File: config.mk
export PLATFORM = sky130hd
export DESIGN_NAME = multi_slot_repeat_timer_top
export DESIGN_NICKNAME = d
export VERILOG_FILES = /design/src/rtl/msrt_pkg.sv /design/src/rtl/msrt_slot_mem.sv /design/src/rtl/msrt_ctrl.sv /design/src/rtl/multi_slot_repeat_timer_top.sv
export SDC_FILE = /design/constraint.sdc
export NUM_CORES = 2
export LEC_CHECK = 0
export BUFFER_PORTS_ARGS = -buffer_cell sky130_fd_sc_hd__buf_2
export CELL_PAD_IN_SITES_DETAIL_PLACEMENT = 1
export CELL_PAD_IN_SITES_GLOBAL_PLACEMENT = 2
export CORE_MARGIN = 2
export CORE_UTILIZATION = 45
export DETAILED_ROUTE_END_ITERATION = 10
export GPL_TIMING_DRIVEN = 0
export PLACE_DENSITY = 0.89
export SYNTH_ARGS = -nofsm -noshare
export SYNTH_HDL_FRONTEND = slang
export SYNTH_SLANG_ARGS = --single-unit
File: constraint.sdc
create_clock -name clk -period 9.64 [get_ports clk]
set_clock_uncertainty 0.2 [all_clocks]
set_input_delay 2.892 -clock clk [delete_from_list [all_inputs] [get_ports clk]]
set_output_delay 2.892 -clock clk [all_outputs]
set_load 0.02 [all_outputs]
File: src/rtl/msrt_pkg.sv
// Package for the multi-slot repeat timer.
// Holds request and result types, codes and shared constants; depends on nothing.
`default_nettype none
package msrt_pkg;

    localparam int DEF_NUM_SLOTS = 8;
    localparam int MAX_RESULTS   = 8;
    localparam int RES_CNT_W     = $clog2(MAX_RESULTS + 1);

    localparam logic [1:0] MODE_TICK   = 2'd0;
    localparam logic [1:0] MODE_CREATE = 2'd1;
    localparam logic [1:0] MODE_STOP   = 2'd2;

    localparam logic [1:0] EV_CREATED = 2'd0;
    localparam logic [1:0] EV_FULL    = 2'd1;
    localparam logic [1:0] EV_EXPIRED = 2'd2;

    typedef struct packed {
        logic [1:0]  mode;
        logic [31:0] period;
        logic [31:0] repeat_count;
        logic        repeat_forever;
        logic [31:0] start_delay;
        logic [7:0]  target_slot;
    } req_t;

    typedef struct packed {
        logic [1:0] event_kind;
        logic [5:0] slot;
        logic       last;
    } res_t;

    typedef struct packed {
        logic [31:0] reload;
        logic [31:0] count;
    } cnt_t;

    typedef struct packed {
        logic [31:0] repeats;
        logic        forever_flag;
        logic [31:0] delay;
    } ctl_t;

    typedef struct packed {
        logic cnt_en;
        logic ctl_en;
        cnt_t cnt;
        ctl_t ctl;
    } mem_wr_t;

    typedef enum logic [1:0] {
        ST_IDLE,
        ST_TICK,
        ST_FLUSH
    } state_t;

endpackage
`default_nettype wire

File: src/rtl/msrt_slot_mem.sv
// Slot storage: a counter memory and a control memory, each with a registered read.
// Uses msrt_pkg; entries never written read as zero through per-entry valid bits.
`default_nettype none
module msrt_slot_mem
    import msrt_pkg::*;
#(
    parameter int NUM_SLOTS = DEF_NUM_SLOTS,
    parameter int IDX_W     = (NUM_SLOTS > 1) ? $clog2(NUM_SLOTS) : 1
) (
    input  wire logic             clk,
    input  wire logic             rst_n,
    input  wire logic [IDX_W-1:0] rd_addr,
    input  wire logic [IDX_W-1:0] wr_addr,
    input  wire mem_wr_t          wr,
    output cnt_t                  rd_cnt,
    output ctl_t                  rd_ctl
);

    cnt_t cnt_mem [NUM_SLOTS];
    ctl_t ctl_mem [NUM_SLOTS];

    logic [NUM_SLOTS-1:0] cnt_valid_reg;
    logic [NUM_SLOTS-1:0] ctl_valid_reg;
    logic                 cnt_rvalid_reg;
    logic                 ctl_rvalid_reg;
    cnt_t                 cnt_q_reg;
    ctl_t                 ctl_q_reg;

    always_ff @(posedge clk)
    begin
        if (wr.cnt_en)
        begin
            cnt_mem[wr_addr] <= wr.cnt;
        end
        if (wr.ctl_en)
        begin
            ctl_mem[wr_addr] <= wr.ctl;
        end
        cnt_q_reg <= cnt_mem[rd_addr];
        ctl_q_reg <= ctl_mem[rd_addr];
    end

    always_ff @(posedge clk or negedge rst_n)
    begin
        if (!rst_n)
        begin
            cnt_valid_reg  <= '0;
            ctl_valid_reg  <= '0;
            cnt_rvalid_reg <= 1'b0;
            ctl_rvalid_reg <= 1'b0;
        end
        else
        begin
            if (wr.cnt_en)
            begin
                cnt_valid_reg[wr_addr] <= 1'b1;
            end
            if (wr.ctl_en)
            begin
                ctl_valid_reg[wr_addr] <= 1'b1;
            end
            cnt_rvalid_reg <= cnt_valid_reg[rd_addr];
            ctl_rvalid_reg <= ctl_valid_reg[rd_addr];
        end
    end

    assign rd_cnt = cnt_rvalid_reg ? cnt_q_reg : '0;
    assign rd_ctl = ctl_rvalid_reg ? ctl_q_reg : '0;

endmodule
`default_nettype wire

File: src/rtl/msrt_ctrl.sv
// Sequencer for create, stop and tick requests, with the running flags and result register.
// Uses msrt_pkg; drives the slot memories in msrt_slot_mem.
`default_nettype none
module msrt_ctrl
    import msrt_pkg::*;
#(
    parameter int NUM_SLOTS = DEF_NUM_SLOTS,
    parameter int IDX_W     = (NUM_SLOTS > 1) ? $clog2(NUM_SLOTS) : 1
) (
    input  wire logic             clk,
    input  wire logic             rst_n,
    input  wire logic             start,
    input  wire req_t             request,
    output logic                  busy,
    output logic                  strobe,
    output res_t                  result,
    output logic [IDX_W-1:0]      rd_addr,
    output logic [IDX_W-1:0]      wr_addr,
    output mem_wr_t               wr,
    input  wire cnt_t             rd_cnt,
    input  wire ctl_t             rd_ctl
);

    localparam logic [IDX_W-1:0] LAST_IDX = IDX_W'(NUM_SLOTS - 1);

    state_t               state_reg, state_next;
    logic [NUM_SLOTS-1:0] running_reg, running_next;
    logic [IDX_W-1:0]     idx_reg, idx_next;
    logic [RES_CNT_W-1:0] n_reg, n_next;
    logic                 pend_valid_reg, pend_valid_next;
    logic [IDX_W-1:0]     pend_slot_reg, pend_slot_next;
    logic                 strobe_reg, strobe_next;
    res_t                 result_reg, result_next;

    logic             accept;
    logic             free_found;
    logic [IDX_W-1:0] free_idx;
    logic             tick_end;
    logic             expire;
    logic [31:0]      count_dec;
    logic [31:0]      repeats_dec;

    assign accept = start && (state_reg == ST_IDLE);
    assign busy   = (state_reg != ST_IDLE);
    assign strobe = strobe_reg;
    assign result = result_reg;

    always_comb
    begin
        free_found = 1'b0;
        free_idx   = '0;
        for (int i = NUM_SLOTS - 1; i >= 0; i--)
        begin
            if (!running_reg[i])
            begin
                free_found = 1'b1;
                free_idx   = IDX_W'(i);
            end
        end
    end

    assign count_dec   = rd_cnt.count - 32'd1;
    assign repeats_dec = rd_ctl.repeats - 32'd1;

    always_comb
    begin
        tick_end = (idx_reg == LAST_IDX);
        expire   = 1'b0;
        if (rd_ctl.delay != 32'd0)
        begin
            tick_end = 1'b1;
        end
        else if (running_reg[idx_reg] && (count_dec == 32'd0))
        begin
            expire = 1'b1;
        end
    end

    always_comb
    begin
        state_next = state_reg;
        case (state_reg)
            ST_IDLE:
            begin
                if (accept && (request.mode == MODE_TICK))
                begin
                    state_next = ST_TICK;
                end
            end
            ST_TICK:
            begin
                if (tick_end)
                begin
                    state_next = ST_FLUSH;
                end
            end
            ST_FLUSH:
            begin
                state_next = ST_IDLE;
            end
            default:
            begin
                state_next = ST_IDLE;
            end
        endcase
    end

    always_comb
    begin
        running_next    = running_reg;
        idx_next        = idx_reg;
        n_next          = n_reg;
        pend_valid_next = pend_valid_reg;
        pend_slot_next  = pend_slot_reg;
        strobe_next     = 1'b0;
        result_next     = result_reg;
        rd_addr         = '0;
        wr_addr         = idx_reg;
        wr.cnt_en       = 1'b0;
        wr.ctl_en       = 1'b0;
        wr.cnt          = rd_cnt;
        wr.ctl          = rd_ctl;
        case (state_reg)
            ST_IDLE:
            begin
                if (accept)
                begin
                    case (request.mode)
                        MODE_TICK:
                        begin
                            idx_next        = '0;
                            n_next          = '0;
                            pend_valid_next = 1'b0;
                        end
                        MODE_CREATE:
                        begin
                            strobe_next = 1'b1;
                            result_next.last = 1'b1;
                            if (free_found)
                            begin
                                running_next[free_idx] = 1'b1;
                                wr_addr                = free_idx;
                                wr.cnt_en              = 1'b1;
                                wr.ctl_en              = 1'b1;
                                wr.cnt.reload          = request.period;
                                wr.cnt.count           = request.period;
                                wr.ctl.repeats         = request.repeat_count;
                                wr.ctl.forever_flag    = request.repeat_forever;
                                wr.ctl.delay           = request.start_delay;
                                result_next.event_kind = EV_CREATED;
                                result_next.slot       = 6'(free_idx);
                            end
                            else
                            begin
                                result_next.event_kind = EV_FULL;
                                result_next.slot       = '0;
                            end
                        end
                        MODE_STOP:
                        begin
                            if ({1'b0, request.target_slot} < 9'(NUM_SLOTS))
                            begin
                                running_next[request.target_slot[IDX_W-1:0]] = 1'b0;
                                wr_addr   = request.target_slot[IDX_W-1:0];
                                wr.cnt_en = 1'b1;
                                wr.cnt    = '0;
                            end
                        end
                        default:
                        begin
                        end
                    endcase
                end
            end
            ST_TICK:
            begin
                rd_addr  = idx_reg + 1'b1;
                idx_next = idx_reg + 1'b1;
                if (rd_ctl.delay != 32'd0)
                begin
                    wr.ctl_en    = 1'b1;
                    wr.ctl.delay = rd_ctl.delay - 32'd1;
                end
                else if (running_reg[idx_reg])
                begin
                    wr.cnt_en    = 1'b1;
                    wr.cnt.count = count_dec;
                    if (expire)
                    begin
                        if (rd_ctl.forever_flag)
                        begin
                            wr.cnt.count = rd_cnt.reload;
                        end
                        else
                        begin
                            wr.ctl_en      = 1'b1;
                            wr.ctl.repeats = repeats_dec;
                            if (repeats_dec == 32'd0)
                            begin
                                running_next[idx_reg] = 1'b0;
                                wr.cnt                = '0;
                            end
                        end
                    end
                end
                if (expire && (n_reg < RES_CNT_W'(MAX_RESULTS)))
                begin
                    n_next          = n_reg + 1'b1;
                    pend_valid_next = 1'b1;
                    pend_slot_next  = idx_reg;
                    if (pend_valid_reg)
                    begin
                        strobe_next            = 1'b1;
                        result_next.event_kind = EV_EXPIRED;
                        result_next.slot       = 6'(pend_slot_reg);
                        result_next.last       = 1'b0;
                    end
                end
            end
            ST_FLUSH:
            begin
                pend_valid_next = 1'b0;
                if (pend_valid_reg)
                begin
                    strobe_next            = 1'b1;
                    result_next.event_kind = EV_EXPIRED;
                    result_next.slot       = 6'(pend_slot_reg);
                    result_next.last       = 1'b1;
                end
            end
            default:
            begin
            end
        endcase
    end

    always_ff @(posedge clk or negedge rst_n)
    begin
        if (!rst_n)
        begin
            state_reg      <= ST_IDLE;
            running_reg    <= '0;
            idx_reg        <= '0;
            n_reg          <= '0;
            pend_valid_reg <= 1'b0;
            strobe_reg     <= 1'b0;
        end
        else
        begin
            state_reg      <= state_next;
            running_reg    <= running_next;
            idx_reg        <= idx_next;
            n_reg          <= n_next;
            pend_valid_reg <= pend_valid_next;
            strobe_reg     <= strobe_next;
        end
    end

    always_ff @(posedge clk)
    begin
        pend_slot_reg <= pend_slot_next;
        result_reg    <= result_next;
    end

    a_tick_starts_at_zero: assert property (@(posedge clk) disable iff (!rst_n)
        (accept && (request.mode == MODE_TICK)) |=> (state_reg == ST_TICK && idx_reg == '0))
        else $error("tick did not start at slot zero");

    a_result_cap: assert property (@(posedge clk) disable iff (!rst_n)
        n_reg <= RES_CNT_W'(MAX_RESULTS))
        else $error("expiry count exceeded the result limit");

    a_last_expiry_from_flush: assert property (@(posedge clk) disable iff (!rst_n)
        (strobe_reg && result_reg.event_kind == EV_EXPIRED && result_reg.last)
            |-> $past(state_reg) == ST_FLUSH)
        else $error("final expiry result not issued by the flush step");

    a_no_pending_when_idle: assert property (@(posedge clk) disable iff (!rst_n)
        (state_reg == ST_IDLE) |-> !pend_valid_reg)
        else $error("expiry left pending after a tick");

endmodule
`default_nettype wire

File: src/rtl/multi_slot_repeat_timer_top.sv
// Top level of the multi-slot repeat timer.
// Uses msrt_pkg; instantiates msrt_ctrl and msrt_slot_mem.
//
//  Channel   Signals                   Handshake
//  request   start, busy, request      taken at a clock edge with start high and busy low
//  result    strobe, result            valid for one cycle while strobe is high
//
// Create and stop requests never raise busy; a create result follows in the cycle
// after the request. A tick visits the slots in order, at most NUM_SLOTS of them,
// with one read-modify-write of the slot memories per slot, then a flush step.
// Each expiry result is held back until the next one or the end of the tick, so
// that the final one carries last. Reset clears all slots at once through valid bits.
// The receiver cannot stall results.
`default_nettype none
module multi_slot_repeat_timer_top
    import msrt_pkg::*;
#(
    parameter int NUM_SLOTS = DEF_NUM_SLOTS
) (
    input  wire logic clk,
    input  wire logic rst_n,
    input  wire logic start,
    input  wire req_t request,
    output logic      busy,
    output logic      strobe,
    output res_t      result
);

    localparam int IDX_W = (NUM_SLOTS > 1) ? $clog2(NUM_SLOTS) : 1;

    logic [IDX_W-1:0] rd_addr;
    logic [IDX_W-1:0] wr_addr;
    mem_wr_t          wr;
    cnt_t             rd_cnt;
    ctl_t             rd_ctl;

    msrt_ctrl #(
        .NUM_SLOTS (NUM_SLOTS),
        .IDX_W     (IDX_W)
    ) u_ctrl (
        .clk     (clk),
        .rst_n   (rst_n),
        .start   (start),
        .request (request),
        .busy    (busy),
        .strobe  (strobe),
        .result  (result),
        .rd_addr (rd_addr),
        .wr_addr (wr_addr),
        .wr      (wr),
        .rd_cnt  (rd_cnt),
        .rd_ctl  (rd_ctl)
    );

    msrt_slot_mem #(
        .NUM_SLOTS (NUM_SLOTS),
        .IDX_W     (IDX_W)
    ) u_mem (
        .clk     (clk),
        .rst_n   (rst_n),
        .rd_addr (rd_addr),
        .wr_addr (wr_addr),
        .wr      (wr),
        .rd_cnt  (rd_cnt),
        .rd_ctl  (rd_ctl)
    );

endmodule
`default_nettype wire
=== Word-level counts from Yosys, hierarchy flattened ===
Memory sizes are Yosys's and may differ from the RTL's. A register that Yosys moved wholly into a read port is not among the register bits.
Cells that the tools add are included.

* $add $sub $neg: 5
* Order comparisons: 11
* Equal/unequal tests: 21
* Muxes and demuxes: 102
* Bitwise operators: 7
* Reductions and logical operators: 23

{| class="wikitable"
|+ Operator list
! cell !! number
|-
| $mux 131 || 2
|-
| $pmux 98 s2 || 1
|-
| $mux 64 || 3
|-
| $mux 65 || 2
|-
| $pmux 64 s2 || 1
|-
| $mux 98 || 1
|-
| $mux 97 || 1
|-
| $mux 32 || 3
|-
| $mux 96 || 1
|-
| $sub 32x1->32 const B || 3
|-
| $logic_not 32->1 || 2
|-
| $mux 8 || 8
|-
| $pmux 32 s2 || 1
|-
| $mux 3 || 15
|-
| $mux 9 || 5
|-
| $mux 1 || 34
|-
| $mux 33 || 1
|-
| $pmux 8 s2 || 2
|-
| $reduce_bool 32->1 || 1
|-
| $pmux 9 s3 || 1
|-
| $or 8x8->8 || 3
|-
| $lt 3x4->1 const B || 5
|-
| $and 8x8->8 || 2
|-
| $ne 2x1->1 const B || 8
|-
| other kinds (31) || 63
|}

* Register bits: 49
* Memory bits (writable): 1032
* Output and inout bits: 11
* Logic and storage cells: 185
* Memories: 2

{| class="wikitable"
|+ Memories
! name !! words !! bits a word !! read ports !! clocked after Yosys merged registers in !! wr ports !! line !! RTL
|-
| u_mem.ctl_mem || 8 || 65 || 1 || 1 || 1 || msrt_slot_mem.sv:20 || <nowiki>ctl_t ctl_mem [NUM_SLOTS];</nowiki>
|-
| u_mem.cnt_mem || 8 || 64 || 1 || 1 || 1 || msrt_slot_mem.sv:19 || <nowiki>cnt_t cnt_mem [NUM_SLOTS];</nowiki>
|}

=== Depth between registers and ports, before layout ===
* Word-level depth: 17
* Gate-level depth with buffers: 18
* Gate-level depth less buffers: 11

=== Modules after synthesis ===
From an unflattened synthesis, not the netlist that was laid out.

* Cells, all modules: 3125
* Area, all modules: 51331.7 µm²

{| class="wikitable"
|+ By module, submodules not included
! module !! instances !! cells each !! area an instance (µm²) !! sequential area each (µm²)
|-
| msrt_slot_mem || 1 || 1836 || 43277.8 || 34022.6
|-
| msrt_ctrl || 1 || 1289 || 8054.0 || 745.7
|}

=== Worst setup path before layout ===
Ideal clock, no wire load.

* Path kind: input to register
* Start: input port request[105] (netlist bit)
* End: memory u_mem.ctl_mem[6][0] (netlist bit) (enable)
* Arrival time: 9278 ps
* Required time: 8873 ps
* Slack: -406 ps
* Cell stages on the path: 11
* Path buffers: 3
* Path through: inv_1 ha_1 clkbuf_1 and3_1 clkbuf_1 nand2_1 o21ai_0 a21oi_1 or2_2 clkbuf_1 nor3_1

* Longest elaborated chain between the ends: 6
* Elaborated cells on any way between the ends: 10
* Classes of those cells: eq/ne (2); mux (8)

{| class="wikitable"
|+ Ends and longest elaborated chain
! element !! line !! RTL
|-
| start, declared || multi_slot_repeat_timer_top.sv:23 || <nowiki>input wire req_t request,</nowiki>
|-
| $eq 2x1->1 || msrt_ctrl.sv:128 || <nowiki>case (request.mode)</nowiki>
|-
| $mux 1 || msrt_ctrl.sv:128 ||
|-
| $mux 131 || msrt_ctrl.sv:126 || <nowiki>if (accept)</nowiki>
|-
| $pmux 98 s2 || msrt_ctrl.sv:123 || <nowiki>case (state_reg)</nowiki>
|-
| $mux 1 || msrt_slot_mem.sv:35 || <nowiki>if (wr.ctl_en)</nowiki>
|-
| $mux 1 (implied by the code) || msrt_slot_mem.sv:37 || <nowiki>ctl_mem[wr_addr] <= wr.ctl;</nowiki>
|-
| end, declared || msrt_slot_mem.sv:20 ||
|}

Several ways; a longest one is shown, not always the timed one.

==> flow_summary.rst <==
.. list-table::
   :header-rows: 1

   * - Metric
     - Value
   * - Global router's overall resource usage
     - 0.308
   * - Share of synthesized flip-flops with an asynchronous set or reset
     - 0.0307
   * - Maximum number of pins on one net before global-route repair
     - 38
   * - Total die area
     - 0.116 mm^2
   * - Cell taking the most area after synthesis
     - sky130_fd_sc_hd__edfxtp_1
   * - Crit Path Max Fanout
     - 10
   * - Primary flip-flop cell chosen by synthesis mapping
     - sky130_fd_sc_hd__edfxtp_1
   * - Placer's final routability congestion estimate
     - 0.973
   * - Seq/Total Area, Yosys
     - 0.682
   * - Setup fix buffers added after clock tree synthesis
     - 0
   * - Yosys warning total
     - 0
   * - Standard-cell rows
     - 123
   * - Wire length of the first global-routing pass
     - 261000 um
   * - Dominant cells by area after synthesis
     - sky130_fd_sc_hd__edfxtp_1, sky130_fd_sc_hd__mux4_2, sky130_fd_sc_hd__a21oi_1
   * - Placed instance area
     - 0.0548 mm^2
   * - Setup violation total in the final timing report
     - 0
   * - Hold Violations, Final
     - 0
   * - Overall power after layout
     - 19.5 mW
   * - Total Neg Setup Slack
     - 0 ps
   * - VDD IR max
     - 175 uV
   * - FF+latch count, synth
     - 1207
   * - Overall routed net length
     - 181000 um
   * - H-tree lvl count
     - 3
   * - Drt initial violations
     - 4735
   * - TritonCTS sink count
     - 1207
   * - Post-detail-place hpwl
     - 127000 um
   * - Unrepaired setup endpoints after global routing
     - no
   * - Worst Hold Class
     - reg -> reg
   * - Arrival time at the worst endpoint
     - 8410 ps
   * - Flip-flop count of the largest register after layout
     - 520
   * - Area growth syn-to-layout
     - 15.3%
   * - Gate count after technology mapping
     - 3726
   * - Total DRC errors in the routed layout
     - 0
   * - Clock root cell
     - sky130_fd_sc_hd__clkbuf_16
   * - Category of the worst setup path capture point
     - register
   * - Number of synthesized flops with an enable pin
     - 1041
   * - Leakage power
     - 19.5 nW
   * - MaxCap Viol Count
     - 1
   * - CTS resizes
     - 0
   * - Ratio of total power to cell area
     - 331 mW/mm^2
   * - Worst-path clk slew
     - 60 ps
   * - Total clock buffers created by CTS
     - 118
   * - Count of buffers inserted at the top-level ports
     - 117
   * - Core region area
     - 0.112 mm^2
   * - Net count of the finished layout
     - 4155
   * - Number of vias per cell after detailed routing
     - 6.46
   * - Starting Density
     - 0.453
   * - Max frequency
     - 121 MHz
   * - Setup slack of the most critical reg-to-reg path
     - 1340 ps
   * - Number of buffers added to fix hold violations after cts
     - 0
   * - Overall die width
     - 341 um
   * - Library cell with the highest instance count after synthesis
     - sky130_fd_sc_hd__edfxtp_1
   * - Failing checks
     - capacitance limit
   * - Number of non-filler instances in the completed layout
     - 5636
   * - Worst rel slew slack
     - 0.0119
   * - Via count of the first global-routing pass
     - 37200
   * - Avg WL per Cell
     - 32.1 um
   * - Area of the mapped netlist
     - 0.0510 mm^2
   * - Share of final-layout standard cells stronger than drive strength 1
     - 0.136
   * - Placed cell count
     - 5405
   * - Die height
     - 341 um
   * - Most used standard cells in the synthesized netlist
     - sky130_fd_sc_hd__edfxtp_1, sky130_fd_sc_hd__a21oi_1, sky130_fd_sc_hd__nand2_1
   * - Status
     - finished, violations left
   * - Total iterations of the first detailed-routing run
     - 5
   * - Total count of max-transition violations in the final report
     - 0
   * - Area share of the leading cell type in the synthesized netlist
     - 0.613
   * - Ratio of final minimum period to clock period
     - 0.861
   * - Antenna violations before repair
     - 9
   * - Final Cell Area
     - 0.0588 mm^2
   * - Worst-Skew Late Latency
     - 740 ps
   * - Crit path kind
     - reg -> reg
   * - Kind of launch point of the worst setup path
     - register
   * - Total via count in the routed design
     - 36400
   * - TritonCTS clock tree
     - done
   * - Post-Syn Area per Cell
     - 13.7 um^2
   * - I/O pin cnt
     - 121
   * - Endpoint required time on the critical path
     - 9750 ps
   * - Pin slew with the least headroom to its limit
     - 1470 ps
   * - Antenna Nets Post-Route
     - 0
   * - Overflow after GRT
     - 0
   * - Max Root-Sink Buffers
     - 3
   * - Clock period minus final worst setup slack
     - 8300 ps
   * - Synth unique cells
     - 85
## where the power goes
part	switching (mW)	internal [mW]
combinational	4.96	1.91
sequential	0.510	7.35
clock	2.05	2.68
## final cells by class
type / instances / area (um^2)
diodes: 2 / 5.00
plain buffers: 266 / 1030
clock buffers: 151 / 3170
clock inverters: 74 / 786
fillers: 11000 / 53700
inverters: 26 / 97.6
multi-input cells: 2229 / 15300
flip-flops and latches: 1207 / 34800
well taps: 1500 / 1880
repair buffers: 181 / 1770
## cells by family after synthesis
logic type | Yosys count | synth area share
other cells | 1 | 0.0000736
fa+ha+maj | 16 | 0.00393
buf+inv | 292 | 0.0220
flops | 1207 | 0.682
compound gates | 1075 | 0.122
xor+xnor | 24 | 0.00412
simple gates | 832 | 0.0780
mux | 279 | 0.0875
## layer usage
layer | GRT usage | wire length [um] | up-vias
met2 | 0.478 | 82900 | 2074
met4 | 0.135 | 8260 | 8
met5 | 0 | 46 | -
li1 | - | - | 15100
met3 | 0.0595 | 17400 | 407
met1 | 0.425 | 72300 | 18800
## layout by cell type (no fill, tap or decap), types with 123 or more instances in the layout
cell type,instances
sky130_fd_sc_hd__clkbuf_1,230
sky130_fd_sc_hd__edfxtp_1,1041
sky130_fd_sc_hd__nor2_1,132
sky130_fd_sc_hd__mux4_2,133
sky130_fd_sc_hd__buf_2,123
sky130_fd_sc_hd__a21oi_1,516
sky130_fd_sc_hd__o21ai_0,270
sky130_fd_sc_hd__mux2i_1,143
sky130_fd_sc_hd__dfxtp_1,129
sky130_fd_sc_hd__nand2_1,343
## final timing paths
| check | endpoint | cells past startpoint | from |
|---|---|---|---|
| max | u_mem.cnt_mem[5][42]$_DFFE_PP_ | 16 | u_mem.ctl_rvalid_reg$_DFF_PN0_ |
| min | u_mem.ctl_valid_reg[5]$_DFFE_PN0P_ | 1 | u_mem.ctl_valid_reg[5]$_DFFE_PN0P_ |
| max reg2reg | u_mem.cnt_mem[5][42]$_DFFE_PP_ | 16 | u_mem.ctl_rvalid_reg$_DFF_PN0_ |
| min reg2reg | u_mem.ctl_valid_reg[5]$_DFFE_PN0P_ | 1 | u_mem.ctl_valid_reg[5]$_DFFE_PN0P_ |
| max in group asynchronous | u_ctrl.running_reg[2]$_DFFE_PN0P_ | 1 | rst_n |
| min in group asynchronous | u_ctrl.running_reg[6]$_DFFE_PN0P_ | 1 | rst_n |
## per-stage QoR
| step | util | hold slack [ps] | setup WS, ps |
|---|---|---|---|
| detailed placement | 0.487 | 257 | 1440 |
| global route | 0.522 | 286 | 1050 |
| finish | 0.522 | 271 | 1340 |
| global placement | 0.475 | 239 | -6180 |
| floorplan | - | 223 | -405 |
| CTS | 0.522 | 271 | 1390 |
## critical path, stage by stage, from the launching register on
cell and delay [ps]:
sky130_fd_sc_hd__dfrtp_1 320, sky130_fd_sc_hd__clkbuf_1 650, sky130_fd_sc_hd__clkbuf_1 490, sky130_fd_sc_hd__clkbuf_1 640, sky130_fd_sc_hd__clkbuf_1 590, sky130_fd_sc_hd__buf_1 650, sky130_fd_sc_hd__nand2_1 210, sky130_fd_sc_hd__ha_1 260
sky130_fd_sc_hd__clkbuf_1 290, sky130_fd_sc_hd__nor2b_1 230, sky130_fd_sc_hd__a41oi_1 390, sky130_fd_sc_hd__nor4_1 110, sky130_fd_sc_hd__nor3_1 500, sky130_fd_sc_hd__nor4_2 190, sky130_fd_sc_hd__a41oi_1 720, sky130_fd_sc_hd__nor2_1 280
sky130_fd_sc_hd__o21ai_0 1160
(Power assumes the default switching activity.)
